$ cat src/sv/rhtc_pkg.sv
// ----------------------------------------------------------------------------
// rhtc_pkg
// Shared types, constants and the CRC-8 byte step for the humidity and
// temperature frame checker.
// ----------------------------------------------------------------------------
package rhtc_pkg;

  localparam int RawW   = 16;
  localparam int CrcW   = 8;
  localparam int SpanW  = 15;
  localparam int ProdW  = RawW + SpanW;
  localparam int QuotW  = 15;
  localparam int TempW  = 15;
  localparam int HumW   = 14;

  localparam logic [CrcW-1:0]  CRC_INIT     = 8'hFF;
  localparam logic [CrcW-1:0]  CRC_POLY_RST = 8'h31;
  localparam logic [SpanW-1:0] TEMP_SPAN    = 15'd17500;
  localparam logic [SpanW-1:0] HUM_SPAN     = 15'd10000;
  localparam logic [RawW-1:0]  RAW_FULL     = 16'hFFFF;
  localparam logic signed [TempW:0] TEMP_OFFSET = 16'sd4500;

  // What one lane hands to the merging stage.
  typedef struct packed {
    logic             valid;
    logic [QuotW-1:0] quot;
    logic             crc_bad;
  } rhtc_lane_res_t;

  // One byte of an MSB-first CRC-8 with implicit top bit.
  function automatic logic [CrcW-1:0] crc_byte(input logic [CrcW-1:0] crc,
                                               input logic [CrcW-1:0] b,
                                               input logic [CrcW-1:0] poly);
    logic [CrcW-1:0] v;
    v = crc ^ b;
    for (int k = 0; k < CrcW; k++) begin
      if (v[CrcW-1]) begin
        v = {v[CrcW-2:0], 1'b0} ^ poly;
      end else begin
        v = {v[CrcW-2:0], 1'b0};
      end
    end
    return v;
  endfunction

endpackage

$ cat src/sv/rh_temp_frame_check_convert.sv
// ----------------------------------------------------------------------------
// rh_temp_frame_check_convert
// Checks and converts one humidity/temperature sensor frame per beat.
// ----------------------------------------------------------------------------
// A frame is taken on any clock edge at which start is high; busy never rises,
// so a new frame may be presented every cycle. Each frame yields exactly one
// result beat, shown for a single cycle with done high, once the frame has
// passed the lane stages (the CRC runs over one byte per stage,
// alongside the constant multiply and then the divide by 65535) and then
// the merging register. The receiver cannot stall, so it must capture the
// result in the cycle that done is high. The temperature and humidity words
// travel in two identical lanes side by side. The CRC polynomial is written
// through the cfg port, which is always ready; write it only while no frame
// is in flight. A CRC mismatch does not stop conversion: the values are
// delivered unchanged and the flags are recomputed for every frame.
// ----------------------------------------------------------------------------
module rh_temp_frame_check_convert
  import rhtc_pkg::*;
(
  input  logic                    clk,
  input  logic                    rst,
  input  logic                    start,
  output logic                    busy,
  input  logic [RawW-1:0]         temp_raw,
  input  logic [CrcW-1:0]         temp_check,
  input  logic [RawW-1:0]         hum_raw,
  input  logic [CrcW-1:0]         hum_check,
  input  logic                    cfg_valid,
  output logic                    cfg_ready,
  input  logic [CrcW-1:0]         cfg_data,
  output logic                    done,
  output logic signed [TempW-1:0] temp_centi,
  output logic [HumW-1:0]         hum_centi,
  output logic                    temp_crc_bad,
  output logic                    hum_crc_bad,
  output logic                    any_crc_bad
);

  logic           crc_poly;
  logic [CrcW-1:0] crc_poly_reg;
  logic           accept;
  rhtc_lane_res_t temp_res;
  rhtc_lane_res_t hum_res;

  // The pipeline takes a beat every cycle, so the block never pushes back.
  assign busy      = 1'b0;
  assign cfg_ready = 1'b1;
  assign accept    = start & ~busy;
  assign crc_poly  = cfg_valid & cfg_ready;

  // Polynomial register; a write lands when the cfg handshake completes.
  always_ff @(posedge clk) begin
    if (rst) begin
      crc_poly_reg <= CRC_POLY_RST;
    end else if (crc_poly) begin
      crc_poly_reg <= cfg_data;
    end
  end

  // Temperature lane.
  rhtc_lane u_temp_lane (
    .clk      (clk),
    .rst      (rst),
    .in_valid (accept),
    .raw      (temp_raw),
    .check    (temp_check),
    .poly     (crc_poly_reg),
    .span     (TEMP_SPAN),
    .res      (temp_res)
  );

  // Humidity lane.
  rhtc_lane u_hum_lane (
    .clk      (clk),
    .rst      (rst),
    .in_valid (accept),
    .raw      (hum_raw),
    .check    (hum_check),
    .poly     (crc_poly_reg),
    .span     (HUM_SPAN),
    .res      (hum_res)
  );

  // Merging stage drives the result beat.
  rhtc_merge u_merge (
    .clk          (clk),
    .rst          (rst),
    .temp_res     (temp_res),
    .hum_res      (hum_res),
    .done         (done),
    .temp_centi   (temp_centi),
    .hum_centi    (hum_centi),
    .temp_crc_bad (temp_crc_bad),
    .hum_crc_bad  (hum_crc_bad),
    .any_crc_bad  (any_crc_bad)
  );

  // Both lanes must stay in step, or the merged beat would mix two frames.
  a_lanes_in_step: assert property (@(posedge clk) disable iff (rst)
    temp_res.valid == hum_res.valid)
    else $error("lane valid bits disagree");

  // Every accepted frame gives a result beat once it has passed the lanes and the merging register.
  a_latency: assert property (@(posedge clk) disable iff (rst)
    accept |-> ##3 done)
    else $error("result beat missing three cycles after start");

  // The combined flag always matches the two per-word flags.
  a_any_flag: assert property (@(posedge clk) disable iff (rst)
    done |-> (any_crc_bad == (temp_crc_bad | hum_crc_bad)))
    else $error("combined CRC flag inconsistent");

  // Converted values stay within their documented ranges.
  a_ranges: assert property (@(posedge clk) disable iff (rst)
    done |-> (hum_centi <= HumW'(10000) && temp_centi >= -TempW'(4500)
              && temp_centi <= TempW'(13000)))
    else $error("converted value out of range");

endmodule

$ cat src/sv/rhtc_lane.sv
// ----------------------------------------------------------------------------
// rhtc_lane
// One word of the frame: CRC-8 over its two bytes and the scaled value
// floor(span * raw / 65535), in two pipeline stages.
// ----------------------------------------------------------------------------
module rhtc_lane
  import rhtc_pkg::*;
(
  input  logic                 clk,
  input  logic                 rst,
  input  logic                 in_valid,
  input  logic [RawW-1:0]      raw,
  input  logic [CrcW-1:0]      check,
  input  logic [CrcW-1:0]      poly,
  input  logic [SpanW-1:0]     span,
  output rhtc_lane_res_t       res
);

  logic             s1_valid;
  logic [ProdW-1:0] s1_prod;
  logic [CrcW-1:0]  s1_crc;
  logic [CrcW-1:0]  s1_lo;
  logic [CrcW-1:0]  s1_check;

  logic [QuotW-1:0] q_est;
  logic [RawW:0]    rem;
  logic [QuotW-1:0] quot_next;
  logic [CrcW-1:0]  crc_next;

  // Stage 1: constant-span multiply and the CRC over the high byte.
  always_ff @(posedge clk) begin
    if (rst) begin
      s1_valid <= 1'b0;
    end else begin
      s1_valid <= in_valid;
    end
    s1_prod  <= ProdW'(raw) * ProdW'(span);
    s1_crc   <= crc_byte(CRC_INIT, raw[RawW-1:CrcW], poly);
    s1_lo    <= raw[CrcW-1:0];
    s1_check <= check;
  end

  // Division by 65535: the estimate prod >> 16 is low by at most one, since
  // prod - 65535 * estimate is low half plus estimate, which stays below 2 * 65535.
  always_comb begin
    q_est     = s1_prod[ProdW-1:RawW];
    rem       = {1'b0, s1_prod[RawW-1:0]} + (RawW+1)'(q_est);
    quot_next = q_est + QuotW'(rem >= {1'b0, RAW_FULL});
    crc_next  = crc_byte(s1_crc, s1_lo, poly);
  end

  // Stage 2: quotient and check result.
  always_ff @(posedge clk) begin
    if (rst) begin
      res.valid <= 1'b0;
    end else begin
      res.valid <= s1_valid;
    end
    res.quot    <= quot_next;
    res.crc_bad <= (crc_next != s1_check);
  end

endmodule

$ cat src/sv/rhtc_merge.sv
// ----------------------------------------------------------------------------
// rhtc_merge
// Combines the two lanes into one registered result beat: offsets the
// temperature, narrows the humidity and ORs the mismatch flags.
// ----------------------------------------------------------------------------
module rhtc_merge
  import rhtc_pkg::*;
(
  input  logic                    clk,
  input  logic                    rst,
  input  rhtc_lane_res_t          temp_res,
  input  rhtc_lane_res_t          hum_res,
  output logic                    done,
  output logic signed [TempW-1:0] temp_centi,
  output logic [HumW-1:0]         hum_centi,
  output logic                    temp_crc_bad,
  output logic                    hum_crc_bad,
  output logic                    any_crc_bad
);

  logic signed [TempW:0] temp_wide;

  assign temp_wide = $signed({1'b0, temp_res.quot}) - TEMP_OFFSET;

  always_ff @(posedge clk) begin
    if (rst) begin
      done <= 1'b0;
    end else begin
      done <= temp_res.valid;
    end
    temp_centi   <= temp_wide[TempW-1:0];
    hum_centi    <= hum_res.quot[HumW-1:0];
    temp_crc_bad <= temp_res.crc_bad;
    hum_crc_bad  <= hum_res.crc_bad;
    any_crc_bad  <= temp_res.crc_bad | hum_res.crc_bad;
  end

endmodule

$ cat config.mk
export PLATFORM = sky130hd
export DESIGN_NAME = rh_temp_frame_check_convert
export DESIGN_NICKNAME = d
export VERILOG_FILES = /design/src/sv/rhtc_pkg.sv /design/src/sv/rh_temp_frame_check_convert.sv /design/src/sv/rhtc_lane.sv /design/src/sv/rhtc_merge.sv
export SDC_FILE = /design/constraint.sdc
export NUM_CORES = 1
export LEC_CHECK = 0
export BUFFER_PORTS_ARGS = -buffer_cell sky130_fd_sc_hd__buf_2
export CORE_UTILIZATION = 55
export DETAILED_ROUTE_END_ITERATION = 6
export GPL_TIMING_DRIVEN = 1
export PLACE_DENSITY_LB_ADDON = 0.08
export SYNTH_ARGS = -nofsm -noshare
export SYNTH_HDL_FRONTEND = slang
export SYNTH_SLANG_ARGS = --single-unit
$ cat constraint.sdc
create_clock -name clk -period 4.8 [get_ports clk]
set_input_delay 0.24 -clock clk [delete_from_list [all_inputs] [get_ports clk]]
set_output_delay 0.24 -clock clk [all_outputs]
set_load 0.005 [all_outputs]
==> results.py, run 1 <==
metrics = {
    "outcome": {
        "status": "complete, no violations",
    },
    "place": {
        "pre_cts_slack_ps": -246,
        "portBuffers": 92,
        "post-place-cells": 2243,
        "dp.final_hpwl_mm": 26.9,
        "gp_congestion": 0.858,
    },
    "routing": {
        "met2RoutedLength_mm": 16.0,
        "routed_wirelength_mm": 34.2,
        "final_antenna_net_count": 0,
        "routed-via-count": 12000,
        "drt_first_pass_iters": 5,
        "wl_per_cell_um": 14.9,
        "routed.top_layer": "met4",
        "drc": 0,
        "vias_per_cell": 5.23,
        "met3_length_mm": 1.06,
        "drt-initial-drc-count": 637,
        "detail_route.wirelength.met1_mm": 16.7,
    },
    "global_route": {
        "gr-usage-all-layers_pct": 24.9,
        "grt_antenna_before_repair": 1,
        "grt_overflow_total": 0,
        "first_global_vias": 11600,
        "grt_start_max_net_pins": 45,
        "wire_length_of_the_first_global_routing_pass_mm": 57.3,
    },
    "critical_path": {
        "worst-endpoint-required_ps": 5190,
        "critPathMaxStageDelay_ps": 520,
        "critical_path_start_type": "input port",
        "critical_path.slowest_cell": "fa_1",
        "crit_type": "input port to flop",
        "critical_path_peak_fanout": 4,
        "critical_path.endpoint_type": "flop",
        "worstPathArrival_ps": 4920,
    },
    "timing": {
        "timing.final.max_slew_violations": 0,
        "layout_worst_path_cycle_share_pct": 94.3,
        "clock-skew-final_ps": 10.8,
        "whs_ps": 20.0,
        "fmaxAchievable_mhz": 221,
        "final.setup.worst_slack_ps": 275,
        "tightestPinTransition_ps": 920,
        "rsz0062_at_grt": "true",
        "setup_tns_ps": 0,
        "final_hold_viol_count": 0,
        "time_the_final_worst_path_needs_with_i_o_delays_and_setup_ps": 4530,
        "setup_viol": 0,
        "slew_headroom_pct": 38.6,
    },
    "synth": {
        "syn_area_um2": 15500,
        "syn-num-nets": 2089,
        "ys_ff_latch": 172,
        "synthCells": 1751,
        "unique_cell_type_count_in_the_yosys_netlist": 88,
        "ys.warnings.count": 0,
        "synth_top_area_cell": "dfxtp_1",
        "postSynth.topFlopCell": "dfxtp_1",
        "synth-seq-area-share_pct": 22.2,
        "share_of_the_synthesized_area_in_the_top_cell_type_pct": 22.2,
        "yosys-top-cells-area": "dfxtp_1, ha_1, xnor2_1",
        "synth.avg_cell_area_um2": 8.86,
        "synth_edf_count": 0,
        "synthArstFlopShare_pct": 0,
    },
    "finish": {
        "fraction_of_final_layout_cells_sized_beyond_drive_strength_1_pct": 13.1,
        "syn_to_final_growth_pct": 14.0,
        "sequential_cell_area_um2": 3440,
        "biggestRegsByFlops": "u_temp_lane.s1_prod (28), u_hum_lane.s1_prod (22), u_temp_lane.res (17)",
        "num_antenna_cells": 0,
        "top_register": "u_temp_lane.s1_prod",
        "multiInputGateArea_um2": 11100,
        "n_fill_cell": 2435,
        "layout.cells.non_filler": 2299,
        "largest_register_ff_count": 28,
        "final_net_count": 2246,
    },
    "clock_network": {
        "tritoncts_clock_tree": "yes",
        "cts_max_level": 4,
        "cts_inserted_buffers": 17,
        "clkSinkCount": 172,
        "cts-root-buf": "clkbuf_16",
        "worst_skew_pair.late_latency_ps": 460,
        "worst_setup_hold_path_clk_slew_ps": 80,
        "clock_tree.buffer_depth": 2,
    },
    "pwr": {
        "power.density_cell_area_nw_per_um2": 727,
        "irDropWorstVdd_mv": 0.478,
        "design_power_total_mw": 12.9,
        "total_leakage_power_nw": 8.43,
    },
    "run": {
        "drv_cap": 0,
    },
    "die": {
        "rows": 61,
        "fp.coreArea_um2": 27800,
        "floorplan.initialDensity_pct": 55.9,
        "floorplan.die.height_um": 170,
        "io_pins": 95,
        "die_w_um": 170,
        "die-area_um2": 28900,
    },
    "hold_path": {
        "worst_hold_check_path_type": "input port to flop",
    },
}
[layout by cell type, fill, tap and decap left out, types with 5 or more instances in the layout]
| cell | count |
|---|---|
| o211ai_1 | 10 |
| o21bai_1 | 17 |
| nor2_1 | 81 |
| a211oi_1 | 12 |
| a31oi_1 | 9 |
| xnor3_1 | 7 |
| xor2_1 | 59 |
| inv_1 | 214 |
| o21ai_1 | 5 |
| o21a_1 | 6 |
| mux2i_1 | 15 |
| nor3_1 | 34 |
| a21o_1 | 17 |
| a32oi_1 | 6 |
| dlygate4sd3_1 | 24 |
| nand2_1 | 204 |
| and3_1 | 23 |
| nor2b_1 | 16 |
| clkbuf_16 | 17 |
| o211a_1 | 6 |
| ha_1 | 196 |
| nand3_1 | 27 |
| xnor2_1 | 237 |
| and2_1 | 10 |
| nand4_1 | 8 |
| a21oi_2 | 7 |
| dfxtp_1 | 171 |
| nand2b_1 | 8 |
| o21ai_0 | 40 |
| a21oi_1 | 57 |
| or2_2 | 6 |
| nor4_1 | 6 |
| xnor2_2 | 5 |
| buf_2 | 92 |
| inv_8 | 6 |
| buf_4 | 76 |
| fa_1 | 81 |
[per-stage QoR]
stage                     utilization (%)  cell area, um^2
final                                63.7            17700
after global routing                 63.7            17700
after CTS                            63.5            17600
after detailed placement             60.5            16800
after global placement               60.5            16800
after floorplan                         -            15500
[power by group]
group	internal [mW]	total [mW]	switching, mW
clock	0.749	1.41	0.663
combinational	4.32	9.10	4.78
sequential	2.01	2.36	0.348
total	7.08	12.9	5.79
[synth_stat cells (10+ instances only)]
| cell type | n |
|---|---|
| xnor2_1 | 237 |
| inv_1 | 214 |
| nand2_1 | 204 |
| ha_1 | 196 |
| dfxtp_1 | 172 |
| fa_1 | 82 |
| nor2_1 | 81 |
| a21oi_1 | 63 |
| xor2_1 | 59 |
| o21ai_0 | 43 |
| nor3_1 | 34 |
| clkbuf_1 | 29 |
| nand3_1 | 27 |
| and3_1 | 23 |
| a21o_1 | 17 |
| o21bai_1 | 17 |
| nor2b_1 | 16 |
| mux2i_1 | 15 |
| a211oi_1 | 12 |
| buf_2 | 12 |
| and2_1 | 10 |
| o211ai_1 | 10 |
[timing repair]
| item | 4_1_cts | 5_1_grt |
|---|---|---|
| gates resized for setup | 0 | 9 |
| hold buffers | 24 | 0 |
| endpoints found under the hold margin | 24 | 0 |
| setup buffers | 0 | 0 |
| endpoints found under the setup margin | 0 | 5 |
[final cells by class]
cell class	count	share of cell area (%)
Clock buffer	18	2.43
Clock inverter	14	0.976
Inverter	216	4.58
Multi-Input combinational cell	1308	62.6
Sequential cell	172	19.5
Tap cell	378	2.67
Timing Repair Buffer	193	7.30
[per-layer routing]
layer  track usage [%]  vias up
li1                  -     6086
met1              34.2     5701
met2              41.3      212
met3              2.88       34
met4              6.93        0
met5                 0        -
[worst max-delay path, delay by kind of cell]
family / cells / cell delay (ps)
compound gates: 12 / 1600
xor+xnor: 1 / 130
fa+ha+maj: 6 / 2190
buf+inv: 5 / 330
simple gates: 1 / 390
[cells by family after synthesis]
group | synth area share [%]
AO/OA/AOI/OAI | 10.6
XOR/XNOR | 19.2
adder cells (fa/ha/maj) | 26.4
buffers and inverters | 6.85
flip-flops | 22.2
multiplexers | 1.19
other | 0.0484
AND/OR/NAND/NOR | 13.6
[path summary, 6_finish.rpt]
path | slack, ps | endpoint | from | cells past startpoint
worst max-delay path | 270 | u_temp_lane.s1_prod[26] | temp_raw[4] | 25
worst min-delay path | 20 | u_hum_lane.s1_lo[7] | hum_raw[7] | 1
worst max register to register | 330 | u_hum_lane.res[0] | u_hum_lane.s1_lo[7] | 14
worst min register to register | 320 | u_merge.hum_centi[10] | u_hum_lane.res[11] | 0
Power figures use the tool's default switching activity.
==> inputs of run 2 (changes only) <==
--- a/config.mk
+++ b/config.mk
@@ -6,7 +6,10 @@
 export NUM_CORES = 1
 export LEC_CHECK = 0
 export BUFFER_PORTS_ARGS = -buffer_cell sky130_fd_sc_hd__buf_2
-export CORE_UTILIZATION = 55
+export CAP_MARGIN = 15
+export CELL_PAD_IN_SITES_DETAIL_PLACEMENT = 1
+export CELL_PAD_IN_SITES_GLOBAL_PLACEMENT = 2
+export CORE_UTILIZATION = 36
 export DETAILED_ROUTE_END_ITERATION = 6
 export GPL_TIMING_DRIVEN = 1
 export PLACE_DENSITY_LB_ADDON = 0.08
==> run 2 against run 1 <==
Net effect: non-clock buffer count up 37; flip-flop and latch count did not move; clock power rose by 9%; register-to-register slack better by 30 ps; clock-buffer cell count unchanged; worst setup slack worse by 120 ps; critical path depth is the same; first-iteration DRC count is 43% lower; combinational power up 8.5%; critical path type unchanged; critical endpoint unchanged; largest cell class unchanged.
==> results.py, run 2 (synthesis results as in run 1) <==
metrics = {
    "die": {
        "die-area_um2": 43900,
        "die_w_um": 210,
        "fp.coreArea_um2": 42200,
        "floorplan.initialDensity_pct": 36.7,
        "floorplan.die.height_um": 210,
        "io_pins": 95,
        "rows": 75,
    },
    "timing": {
        "final.setup.worst_slack_ps": 157,
        "fmaxAchievable_mhz": 215,
        "tightestPinTransition_ps": 940,
        "setup_viol": 0,
        "layout_worst_path_cycle_share_pct": 96.7,
        "clock-skew-final_ps": 13.0,
        "rsz0062_at_grt": "true",
        "slew_headroom_pct": 37.3,
        "timing.final.max_slew_violations": 0,
        "setup_tns_ps": 0,
        "final_hold_viol_count": 0,
        "time_the_final_worst_path_needs_with_i_o_delays_and_setup_ps": 4640,
    },
    "clock_network": {
        "clock_tree.buffer_depth": 2,
        "cts-root-buf": "clkbuf_16",
        "tritoncts_clock_tree": "yes",
        "cts_max_level": 4,
        "worst_skew_pair.late_latency_ps": 480,
        "worst_setup_hold_path_clk_slew_ps": 70,
        "cts_inserted_buffers": 17,
        "clkSinkCount": 172,
    },
    "finish": {
        "num_antenna_cells": 0,
        "most-common-layout-cells": "xnor2_1, inv_1, nand2_1",
        "fraction_of_final_layout_cells_sized_beyond_drive_strength_1_pct": 15.3,
        "biggestRegsByFlops": "u_temp_lane.s1_prod (28), u_hum_lane.s1_prod (22), u_temp_lane.res (17)",
        "syn_to_final_growth_pct": 18.6,
        "largest_register_ff_count": 28,
        "mostFrequentLayoutCell": "xnor2_1",
        "top_register": "u_temp_lane.s1_prod",
        "multiInputGateArea_um2": 11200,
        "sequential_cell_area_um2": 3450,
        "final_net_count": 2283,
        "n_fill_cell": 4938,
    },
    "critical_path": {
        "reg2reg_depth": 14,
        "reg_to_reg_critical_path_startpoint": "u_hum_lane.s1_crc[7]",
        "setup.worst_path.end": "u_temp_lane.s1_prod[26]",
        "critical_path_peak_fanout": 2,
        "worstPathArrival_ps": 5050,
        "crit_type": "input port to flop",
        "critical_path_start_type": "input port",
        "crit_path_start": "temp_raw[3]",
        "critical_path.endpoint_type": "flop",
        "r2r_setup_slack_ps": 360,
        "r2r_path_end": "u_hum_lane.res[0]",
        "worst-endpoint-required_ps": 5200,
    },
    "place": {
        "portBuffers": 92,
        "dp.final_hpwl_mm": 33.9,
        "gp_congestion": 0.832,
        "pre_cts_slack_ps": -363,
    },
    "routing": {
        "drt_first_pass_iters": 4,
        "wl_per_cell_um": 17.2,
        "routed_wirelength_mm": 42.9,
        "final_antenna_net_count": 0,
        "routed-via-count": 12300,
        "drt-initial-drc-count": 361,
        "vias_per_cell": 4.91,
        "drc": 0,
    },
    "global_route": {
        "grt_antenna_before_repair": 3,
        "first_global_vias": 13200,
        "grt_start_max_net_pins": 59,
        "grt_overflow_total": 0,
        "wire_length_of_the_first_global_routing_pass_mm": 69.5,
        "gr-usage-all-layers_pct": 20.4,
    },
    "pwr": {
        "power.density_cell_area_nw_per_um2": 750,
        "total_leakage_power_nw": 8.66,
        "irDropWorstVdd_mv": 0.391,
    },
    "run": {
        "drv_cap": 0,
    },
    "outcome": {
        "status": "complete, no violations",
    },
    "hold_path": {
        "worst_hold_check_path_type": "input port to flop",
        "min_delay_path_depth": 2,
    },
}
-- run 2: changes by cell type in the layout (fill, tap and decap cells not counted), moves of 3 or more --
cell / before / now
buf_4: 76 / 105
dlygate4sd3_1: 24 / 31
ha_1: 196 / 189
ha_4: 0 / 7
inv_8: 6 / 2
buf_2: 92 / 89
bufinv_16: 1 / 4
dfxtp_1: 171 / 168
dfxtp_2: 1 / 4
inv_1: 214 / 211
inv_2: 1 / 4
-- run 2: what timing repair did --
action | in CTS | in global routing
resized for setup | 0 | 37
buffers inserted | 0 | 2
setup endpoints to repair | 0 | 11
hold buffers | 32 | 0
endpoints found under the hold margin | 29 | 0
-- run 2: worst min-delay path by stage --
| stage | from | end | slack [ps] |
|---|---|---|---|
| 2_1_floorplan | hum_check[0] | u_hum_lane.s1_check[0] | 270 |
| 5_1_grt | temp_raw[4] | u_temp_lane.s1_lo[4] | 20 |
| 4_1_cts | hum_raw[6] | u_hum_lane.s1_lo[6] | 0.9 |
| 3_5_place_dp | u_hum_lane.res[3] | u_merge.hum_centi[2] | 310 |
| 3_3_place_gp | u_temp_lane.res[2] | u_merge.temp_centi[1] | 310 |
| 6_report | temp_raw[4] | u_temp_lane.s1_lo[4] | 40 |
-- run 2: final cells by class --
class / count / share of cell area [%]
clock buffers: 18 / 2.39
clock inverters: 13 / 1.08
inverters: 216 / 4.40
multi-input cells: 1308 / 60.9
flip-flops and latches: 172 / 18.7
well taps: 539 / 3.66
repair buffers: 230 / 8.80
-- run 2: power by group --
part / internal (mW) / switching (mW)
combinational: 4.63 / 5.24
sequential: 2.02 / 0.389
clock: 0.895 / 0.641
total: 7.54 / 6.27
-- run 2: metrics by stage --
step                      std cells  area, um^2  utilization (%)  hold slack [ps]  power, mW
final                          2496       18400             43.6             39.2       13.8
after global routing           2496       18400             43.6             21.5       15.1
after CTS                      2495       18200             43.1            0.938       13.8
after detailed placement       2432       17200             40.8              313       12.1
after global placement         2432       17200             40.8              312       12.0
after floorplan                1751       15500                -              268       9.35
-- run 2: metal layers --
metal	up-vias	wire length (um)	track usage, %	part of all wire (%)
li1	6150	-	-	-
met1	5965	20800	26.9	49
met2	105	20600	34.7	48
met3	33	854	3.08	2.0
met4	0	588	5.49	1.4
met5	-	0	0	0
-- run 2: worst max-delay path, cell delays in order --
cell	delay, ps
buf_4	130
ha_4	260
inv_2	30
fa_1	500
inv_2	50
ha_4	210
ha_4	250
inv_1	40
fa_1	490
inv_2	50
fa_2	380
a21o_1	190
a21oi_2	150
o21bai_1	110
a21oi_2	180
o21bai_2	100
a21oi_2	170
o21ai_2	80
a21oi_2	190
o21ai_2	100
a21boi_2	180
a21boi_2	80
or4_1	530
a31oi_2	210
xnor2_1	130
